**config.mk**
```make
export PLATFORM = sky130hd
export DESIGN_NAME = ir_pulse_distance_decoder
export DESIGN_NICKNAME = d
export VERILOG_FILES = /design/src/hw/rtl/irpd_pkg.sv /design/src/hw/rtl/ir_pulse_distance_decoder.sv /design/src/hw/rtl/irpd_front.sv /design/src/hw/rtl/irpd_queue.sv /design/src/hw/rtl/irpd_back.sv
export SDC_FILE = /design/constraint.sdc
export NUM_CORES = 1
export LEC_CHECK = 0
export BUFFER_PORTS_ARGS = -buffer_cell sky130_fd_sc_hd__buf_4
export CAP_MARGIN = 0
export CORE_MARGIN = 2
export CORE_UTILIZATION = 55
export DETAILED_ROUTE_END_ITERATION = 10
export PLACE_DENSITY = 0.68
export SETUP_SLACK_MARGIN = 0.4
export SLEW_MARGIN = 20
export SYNTH_ARGS = -nofsm -noshare
export SYNTH_HDL_FRONTEND = slang
export SYNTH_SLANG_ARGS = --single-unit
```
**constraint.sdc**
```tcl
create_clock -name i_clk -period 8.2 [get_ports i_clk]
set_clock_uncertainty 0.1 [all_clocks]
set_input_delay 1.23 -clock i_clk [delete_from_list [all_inputs] [get_ports i_clk]]
set_output_delay 1.23 -clock i_clk [all_outputs]
set_load 0.01 [all_outputs]
```
**src/hw/rtl/irpd_pkg.sv**
```systemverilog
// Shared types, constants and the window compare for the IR pulse-distance decoder.
package irpd_pkg;

    localparam int unsigned TICK_W  = 16;
    localparam int unsigned WORD_W  = 32;
    localparam int unsigned CFG_IDX_W = 3;
    localparam int unsigned Q_DEPTH = 2;

    localparam logic [CFG_IDX_W-1:0] REG_HDR_BURST = 3'd0;
    localparam logic [CFG_IDX_W-1:0] REG_HDR_GAP   = 3'd1;
    localparam logic [CFG_IDX_W-1:0] REG_BIT_BURST = 3'd2;
    localparam logic [CFG_IDX_W-1:0] REG_ONE_GAP   = 3'd3;
    localparam logic [CFG_IDX_W-1:0] REG_ZERO_GAP  = 3'd4;
    localparam logic [CFG_IDX_W-1:0] REG_TOLERANCE = 3'd5;

    localparam logic [TICK_W-1:0] RST_HDR_BURST = 16'd4500;
    localparam logic [TICK_W-1:0] RST_HDR_GAP   = 16'd4500;
    localparam logic [TICK_W-1:0] RST_BIT_BURST = 16'd560;
    localparam logic [TICK_W-1:0] RST_ONE_GAP   = 16'd1690;
    localparam logic [TICK_W-1:0] RST_ZERO_GAP  = 16'd560;
    localparam logic [TICK_W-1:0] RST_TOLERANCE = 16'd500;

    typedef enum logic [2:0] {
        PH_WAKE      = 3'd0,
        PH_HDR_BURST = 3'd1,
        PH_HDR_GAP   = 3'd2,
        PH_BIT_BURST = 3'd3,
        PH_BIT_GAP   = 3'd4,
        PH_STOP      = 3'd5
    } t_phase;

    // Window hits of one interval against every nominal duration.
    typedef struct packed {
        logic hdr_burst;
        logic hdr_gap;
        logic bit_burst;
        logic zero_gap;
        logic one_gap;
    } t_cls;

    // Inclusive window of nominal +/- tolerance, saturating at both ends.
    function automatic logic in_window(input logic [TICK_W-1:0] t,
                                       input logic [TICK_W-1:0] nom,
                                       input logic [TICK_W-1:0] tol);
        logic [TICK_W:0]   sum;
        logic [TICK_W-1:0] lo;
        logic [TICK_W-1:0] hi;
        sum = {1'b0, nom} + {1'b0, tol};
        hi  = sum[TICK_W] ? {TICK_W{1'b1}} : sum[TICK_W-1:0];
        lo  = (nom > tol) ? nom - tol : '0;
        return (t >= lo) && (t <= hi);
    endfunction

endpackage

```
**src/hw/rtl/ir_pulse_distance_decoder.sv**
```systemverilog
// Top level of the IR pulse-distance frame decoder.
//
// The slave stream carries one interval per transaction: the timer ticks
// between two consecutive receiver edges. Each frame attempt discards one
// wake-up interval, checks the header burst and gap, decodes FRAME_BITS bit
// slots LSB first and closes on a stop interval, whose transaction on the
// master stream carries the word with status 0. A rejected header ends the
// attempt at once and sends the unchanged word with status 1. All other
// intervals produce no output transaction.
// The configuration channel writes the six 16-bit window registers and is
// always ready; registers are only to be changed while the decoder is idle,
// which the block does not enforce. Throughput is one interval per clock
// while the master side does not stall. The front end classifies an interval
// in the cycle it is accepted and pushes it into a two-entry queue; the back
// end pops one entry per cycle unless its result is blocked. When the master
// side stalls, the back end keeps consuming intervals that produce no output.
// An interval that owes the next result waits at the head of the queue, one
// more is accepted behind it, then s_axis_tready drops until the output
// register frees. Reset clears the queue, the output valid flag and the frame
// state; the word store and all window registers get their reset values.
module ir_pulse_distance_decoder
    import irpd_pkg::*;
#(
    parameter int unsigned FRAME_BITS = 32
) (
    input  logic                 i_clk,
    input  logic                 i_rst_n,
    // Interval input.
    input  logic                 s_axis_tvalid,
    output logic                 s_axis_tready,
    input  logic [15:0]          s_axis_tdata,  // [15:0] interval
    // Decoded frame output.
    output logic                 m_axis_tvalid,
    input  logic                 m_axis_tready,
    output logic [31:0]          m_axis_tdata,  // [31:0] frame_word
    output logic [0:0]           m_axis_tuser,  // [0] status
    // Configuration writes.
    input  logic                 i_cfg_valid,
    output logic                 o_cfg_ready,
    input  logic [CFG_IDX_W-1:0] i_cfg_index,
    input  logic [15:0]          i_cfg_data
);

    t_cls cls;
    t_cls q_data;
    logic q_ready;
    logic q_valid;
    logic q_pop;
    logic res_status;

    irpd_front u_front (
        .i_clk       (i_clk),
        .i_rst_n     (i_rst_n),
        .i_cfg_valid (i_cfg_valid),
        .o_cfg_ready (o_cfg_ready),
        .i_cfg_index (i_cfg_index),
        .i_cfg_data  (i_cfg_data),
        .i_interval  (s_axis_tdata),
        .o_cls       (cls)
    );

    irpd_queue u_queue (
        .i_clk   (i_clk),
        .i_rst_n (i_rst_n),
        .i_push  (s_axis_tvalid),
        .i_data  (cls),
        .o_ready (q_ready),
        .i_pop   (q_pop),
        .o_valid (q_valid),
        .o_data  (q_data)
    );

    assign s_axis_tready = q_ready;

    irpd_back #(
        .FRAME_BITS (FRAME_BITS)
    ) u_back (
        .i_clk        (i_clk),
        .i_rst_n      (i_rst_n),
        .i_q_valid    (q_valid),
        .i_q_data     (q_data),
        .o_q_pop      (q_pop),
        .o_res_valid  (m_axis_tvalid),
        .i_res_ready  (m_axis_tready),
        .o_res_word   (m_axis_tdata),
        .o_res_status (res_status)
    );

    assign m_axis_tuser = res_status;

endmodule

```
**src/hw/rtl/irpd_front.sv**
```systemverilog
// Front end: configuration registers and window classification of each interval.
module irpd_front
    import irpd_pkg::*;
(
    input  logic                 i_clk,
    input  logic                 i_rst_n,
    input  logic                 i_cfg_valid,
    output logic                 o_cfg_ready,
    input  logic [CFG_IDX_W-1:0] i_cfg_index,
    input  logic [TICK_W-1:0]    i_cfg_data,
    input  logic [TICK_W-1:0]    i_interval,
    output t_cls                 o_cls
);

    logic [TICK_W-1:0] r_hdr_burst;
    logic [TICK_W-1:0] r_hdr_gap;
    logic [TICK_W-1:0] r_bit_burst;
    logic [TICK_W-1:0] r_one_gap;
    logic [TICK_W-1:0] r_zero_gap;
    logic [TICK_W-1:0] r_tolerance;

    assign o_cfg_ready = 1'b1;

    always_ff @(posedge i_clk) begin
        if (!i_rst_n) begin
            r_hdr_burst <= RST_HDR_BURST;
            r_hdr_gap   <= RST_HDR_GAP;
            r_bit_burst <= RST_BIT_BURST;
            r_one_gap   <= RST_ONE_GAP;
            r_zero_gap  <= RST_ZERO_GAP;
            r_tolerance <= RST_TOLERANCE;
        end else if (i_cfg_valid) begin
            case (i_cfg_index)
                REG_HDR_BURST: r_hdr_burst <= i_cfg_data;
                REG_HDR_GAP:   r_hdr_gap   <= i_cfg_data;
                REG_BIT_BURST: r_bit_burst <= i_cfg_data;
                REG_ONE_GAP:   r_one_gap   <= i_cfg_data;
                REG_ZERO_GAP:  r_zero_gap  <= i_cfg_data;
                REG_TOLERANCE: r_tolerance <= i_cfg_data;
                default: ;
            endcase
        end
    end

    always_comb begin
        o_cls.hdr_burst = in_window(i_interval, r_hdr_burst, r_tolerance);
        o_cls.hdr_gap   = in_window(i_interval, r_hdr_gap,   r_tolerance);
        o_cls.bit_burst = in_window(i_interval, r_bit_burst, r_tolerance);
        o_cls.zero_gap  = in_window(i_interval, r_zero_gap,  r_tolerance);
        o_cls.one_gap   = in_window(i_interval, r_one_gap,   r_tolerance);
    end

endmodule

```
**src/hw/rtl/irpd_queue.sv**
```systemverilog
// Two-entry queue of classified intervals between the front and back ends.
module irpd_queue
    import irpd_pkg::*;
(
    input  logic i_clk,
    input  logic i_rst_n,
    input  logic i_push,
    input  t_cls i_data,
    output logic o_ready,
    input  logic i_pop,
    output logic o_valid,
    output t_cls o_data
);

    localparam int unsigned PTR_W = $clog2(Q_DEPTH);
    localparam int unsigned CNT_W = $clog2(Q_DEPTH + 1);

    t_cls             r_mem [Q_DEPTH];
    logic [PTR_W-1:0] r_wr_ptr;
    logic [PTR_W-1:0] r_rd_ptr;
    logic [CNT_W-1:0] r_count;

    logic do_push;
    logic do_pop;

    assign o_ready = (r_count != CNT_W'(Q_DEPTH));
    assign o_valid = (r_count != '0);
    assign o_data  = r_mem[r_rd_ptr];
    assign do_push = i_push && o_ready;
    assign do_pop  = i_pop && o_valid;

    always_ff @(posedge i_clk) begin
        if (!i_rst_n) begin
            r_wr_ptr <= '0;
            r_rd_ptr <= '0;
            r_count  <= '0;
        end else begin
            if (do_push) begin
                r_wr_ptr <= (r_wr_ptr == PTR_W'(Q_DEPTH - 1)) ? '0 : r_wr_ptr + 1'b1;
            end
            if (do_pop) begin
                r_rd_ptr <= (r_rd_ptr == PTR_W'(Q_DEPTH - 1)) ? '0 : r_rd_ptr + 1'b1;
            end
            if (do_push && !do_pop) begin
                r_count <= r_count + 1'b1;
            end else if (!do_push && do_pop) begin
                r_count <= r_count - 1'b1;
            end
        end
    end

    always_ff @(posedge i_clk) begin
        if (do_push) begin
            r_mem[r_wr_ptr] <= i_data;
        end
    end

endmodule

```
**src/hw/rtl/irpd_back.sv**
```systemverilog
// Back end: frame state machine, bit assembly and the result output register.
module irpd_back
    import irpd_pkg::*;
#(
    parameter int unsigned FRAME_BITS = 32
) (
    input  logic              i_clk,
    input  logic              i_rst_n,
    input  logic              i_q_valid,
    input  t_cls              i_q_data,
    output logic              o_q_pop,
    output logic              o_res_valid,
    input  logic              i_res_ready,
    output logic [WORD_W-1:0] o_res_word,
    output logic              o_res_status
);

    localparam int unsigned CNT_W = $clog2(FRAME_BITS + 1);

    t_phase            r_phase, n_phase;
    logic [CNT_W-1:0]  r_slot, n_slot;
    logic [WORD_W-1:0] r_word, n_word;
    logic              r_out_valid, n_out_valid;
    logic [WORD_W-1:0] r_out_word, n_out_word;
    logic              r_out_status, n_out_status;

    logic              out_free;
    logic              need_out;
    logic [CNT_W-1:0]  slot_inc;
    t_phase            slot_end_phase;
    logic [WORD_W-1:0] bit_mask;

    assign out_free       = !r_out_valid || i_res_ready;
    assign slot_inc       = r_slot + 1'b1;
    assign slot_end_phase = (slot_inc >= CNT_W'(FRAME_BITS)) ? PH_STOP : PH_BIT_BURST;
    assign bit_mask       = WORD_W'(1) << r_slot;

    always_comb begin
        case (r_phase)
            PH_HDR_BURST: need_out = !i_q_data.hdr_burst;
            PH_HDR_GAP:   need_out = !i_q_data.hdr_gap;
            PH_STOP:      need_out = 1'b1;
            default:      need_out = 1'b0;
        endcase
    end

    assign o_q_pop = i_q_valid && (!need_out || out_free);

    always_comb begin
        n_phase      = r_phase;
        n_slot       = r_slot;
        n_word       = r_word;
        n_out_valid  = r_out_valid && !i_res_ready;
        n_out_word   = r_out_word;
        n_out_status = r_out_status;
        if (o_q_pop) begin
            case (r_phase)
                PH_HDR_BURST: begin
                    if (i_q_data.hdr_burst) begin
                        n_phase = PH_HDR_GAP;
                    end else begin
                        n_phase      = PH_WAKE;
                        n_out_valid  = 1'b1;
                        n_out_word   = r_word;
                        n_out_status = 1'b1;
                    end
                end
                PH_HDR_GAP: begin
                    if (i_q_data.hdr_gap) begin
                        n_slot  = '0;
                        n_phase = PH_BIT_BURST;
                    end else begin
                        n_phase      = PH_WAKE;
                        n_out_valid  = 1'b1;
                        n_out_word   = r_word;
                        n_out_status = 1'b1;
                    end
                end
                PH_BIT_BURST: begin
                    if (i_q_data.bit_burst) begin
                        n_phase = PH_BIT_GAP;
                    end else begin
                        n_slot  = slot_inc;
                        n_phase = slot_end_phase;
                    end
                end
                PH_BIT_GAP: begin
                    // The zero window wins when both windows overlap.
                    if (i_q_data.zero_gap) begin
                        n_word = r_word & ~bit_mask;
                    end else if (i_q_data.one_gap) begin
                        n_word = r_word | bit_mask;
                    end
                    n_slot  = slot_inc;
                    n_phase = slot_end_phase;
                end
                PH_STOP: begin
                    n_phase      = PH_WAKE;
                    n_out_valid  = 1'b1;
                    n_out_word   = r_word;
                    n_out_status = 1'b0;
                end
                default: begin
                    n_phase = PH_HDR_BURST;
                end
            endcase
        end
    end

    always_ff @(posedge i_clk) begin
        if (!i_rst_n) begin
            r_phase     <= PH_WAKE;
            r_slot      <= '0;
            r_word      <= '0;
            r_out_valid <= 1'b0;
        end else begin
            r_phase     <= n_phase;
            r_slot      <= n_slot;
            r_word      <= n_word;
            r_out_valid <= n_out_valid;
        end
    end

    always_ff @(posedge i_clk) begin
        r_out_word   <= n_out_word;
        r_out_status <= n_out_status;
    end

    assign o_res_valid  = r_out_valid;
    assign o_res_word   = r_out_word;
    assign o_res_status = r_out_status;

endmodule

```
==> qor.yml <==
antenna_found_initial: 0
p_switching_mw: 1.07
path_class: "reg2reg"
min_to: "u_back.o_res_word[28]"
cts_buffer_depth: 2
cp_top_family: "compound AO/OA/AOI/OAI gates"
worst_slew_pin_slew_ns: 1.13
final_area_sq_mm: 0.0198
holdPathStages: 0
drc: 0
synth-main-ff-cell: "dfxtp_1"
totalPowerFinal_mw: 2.87
synth_edf_count: 43
synth.yosys.seq_area_share: 0.227
die_x_um: 186
r2r_slack_ns: 2.68
status: "finished, final reports clean"
cts_tree: "yes"
comb_power_share: 0.335
critPathSlowestCell: "a21oi_1"
power_density_mw_per_mm2: 145
critPathLaunchType: "flop"
setup_viol: 0
hold_buffers: 0
areaGrowthSynthToFinish_pct: 7.87
path_cells: "inv_1 -> buf_4 -> fa_1 -> o21bai_1 -> a21oi_1 -> o21ai_0 -> o211ai_1 -> a21oi_1 -> a21boi_0 -> a21oi_1 -> nor2_1 -> ha_1 -> a211o_1 -> a21oi_1 -> o21ai_0 -> a31oi_1 -> o221ai_1 -> a31oi_1 -> a21oi_1 -> nor2_1"
cts_root_buf: "clkbuf_16"
syn_avg_cell_area_sq_um: 7.91
final_common_cell: "ha_1"
critical_path_arrival_ns: 5.70
wirelength_um: 61200
path_clk_slew_ns: 0.08
ios: 76
viasPerCell: 6.21
clock-sinks: 186
grt_pass1_wl_um: 94200
numCtsBuffers: 17
reg2reg_depth: 20
fmax_mhz: 181
max_cap_violations: 0
crit_buf_inv: 2
cp.required_ns: 8.37
holdWs_ns: 0.341
cp_max_fo: 14
fin_nets: 2698
syn_area_sq_mm: 0.0183
grt_max_degree: 113
hold_path.class: "reg2reg"
initialDrtViolationCount: 1542
final_hold_viol_count: 0
place.gp.congestion: 0.991
rsz0062_at_grt: "no"
r2r-end: "u_queue.r_mem[1][3]"
slew_headroom: 0.245
path_depth: 20
cts_max_level: 4
grt_overflow: 0
die-area_sq_mm: 0.0348
tns_ns: 0
dpl-instance-area_sq_mm: 0.0191
grt_pass1_vias: 16600
r2r-start: "u_front.r_tolerance[1]"
seqPwrFrac: 0.365
synthArstFlopShare: 0
die_h_um: 186
antenna_cells: 0
layoutNonFillerInstCount: 2775
core_sq_mm: 0.0327
grt_use_total: 0.348
peakVddDrop_uv: 138
ys_warn_count: 0
final_cell_mix: "328 x ha_1, 326 x nand2_1, 195 x nor2_1"
ys_ff_latch: 186
max_stage_delay_ns: 0.79
leakage_nw: 8.53
pwr-share-clk: 0.300
drtAntennaViolNets: 0
first_pass_iters: 7
dp_cells: 2743
internal_power_mw: 1.80
synth_fp_nets: 2694
cts_setup_buffers: 0
layout_min_cycle_time_ns: 5.52
crit_top_cell: "a21oi_1"
initial_core_util: 0.560
yosys.cell_types.count: 78
drt-wirelength-per-cell_um: 22.1
port-buffer-count: 74
drive_above_1_share: 0.0656
p_sw_frac: 0.371
crit_path_end_kind: "flop"
synth_cells: 2316
num_rows: 66
dp_hpwl_um: 45700
slew_violations: 0
finalCritPeriodShare: 0.674
num_vias: 17200
cts-resized-gates: 0
clk-insertion-delay-late_ns: 0.46
area by class of cell:
type	instances	area, sq um
inverters	112	420
well taps	442	553
multi-input cells	1911	13300
clock inverters	15	198
flip-flops and latches	186	4150
fillers	3021	12900
clock buffers	17	425
repair buffers	92	691
how the worst max path moves through the flow:
stage                                 from                  end
finish              u_front.r_tolerance[1]  u_queue.r_mem[1][3]
global route        u_front.r_tolerance[8]  u_queue.r_mem[0][1]
CTS                 u_front.r_tolerance[1]  u_queue.r_mem[0][1]
detailed placement  u_front.r_tolerance[1]  u_queue.r_mem[0][1]
global placement    u_front.r_tolerance[1]  u_queue.r_mem[0][3]
floorplan           u_front.r_tolerance[1]  u_queue.r_mem[0][0]
cell families after synthesis:
logic type                 count (synthesis)  synth area share
adders and majority gates                338             0.235
and+or+nand+nor                          812             0.203
xor gates and xnor gates                 111            0.0531
AOI/OAI and AO/OA                        639             0.230
other                                      1          0.000205
buffers and inverters                    219            0.0468
muxes                                     10           0.00547
DFF                                      186             0.227
per-layer routing:
layer  global-route usage  vias to the layer above  share of wire  routed length, um
met5                    0                        -              0                  0
met4                0.223                        0          0.072               4390
met3               0.0540                      162          0.071               4340
met2                0.553                      713           0.44              26700
met1                0.443                     8152           0.42              25800
li1                     -                     8205              -                  -
power by group through the flow:
stage                     Clock (mW)  Combinational [mW]  Sequential [mW]
after detailed placement           0               0.942             1.07
after global placement             0               0.919             1.06
after global routing           0.905                1.07             1.05
after floorplan                    0               0.647             1.05
final                          0.862               0.961             1.05
after CTS                      0.869               0.949             1.04
per-stage QoR:
step	utilization	worst slack, ns
global route	0.604	2.28
global placement	0.585	2.89
CTS	0.604	2.74
floorplan	-	3.61
detailed placement	0.585	2.77
finish	0.604	2.68
cell usage after synthesis (all sizes together) (18+ instances only):
| cell | number | share of area |
|---|---|---|
| ha | 328 | 0.22 |
| nand2 | 326 | 0.067 |
| nor2 | 198 | 0.041 |
| a21oi | 168 | 0.046 |
| dfxtp | 143 | 0.16 |
| inv | 112 | 0.023 |
| o21ai | 106 | 0.029 |
| clkbuf | 89 | 0.018 |
| a21boi | 85 | 0.035 |
| xnor2 | 80 | 0.038 |
| a21o | 66 | 0.027 |
| nand3 | 47 | 0.013 |
| nor2b | 44 | 0.015 |
| nor3 | 44 | 0.013 |
| edfxtp | 43 | 0.071 |
| a31oi | 39 | 0.013 |
| nand2b | 34 | 0.012 |
| nand4 | 34 | 0.012 |
| o21bai | 32 | 0.013 |
| xor2 | 31 | 0.015 |
| o211ai | 21 | 0.0086 |
| o21a | 21 | 0.0086 |
| buf | 18 | 0.0056 |
Power figures use the tool's default switching activity.
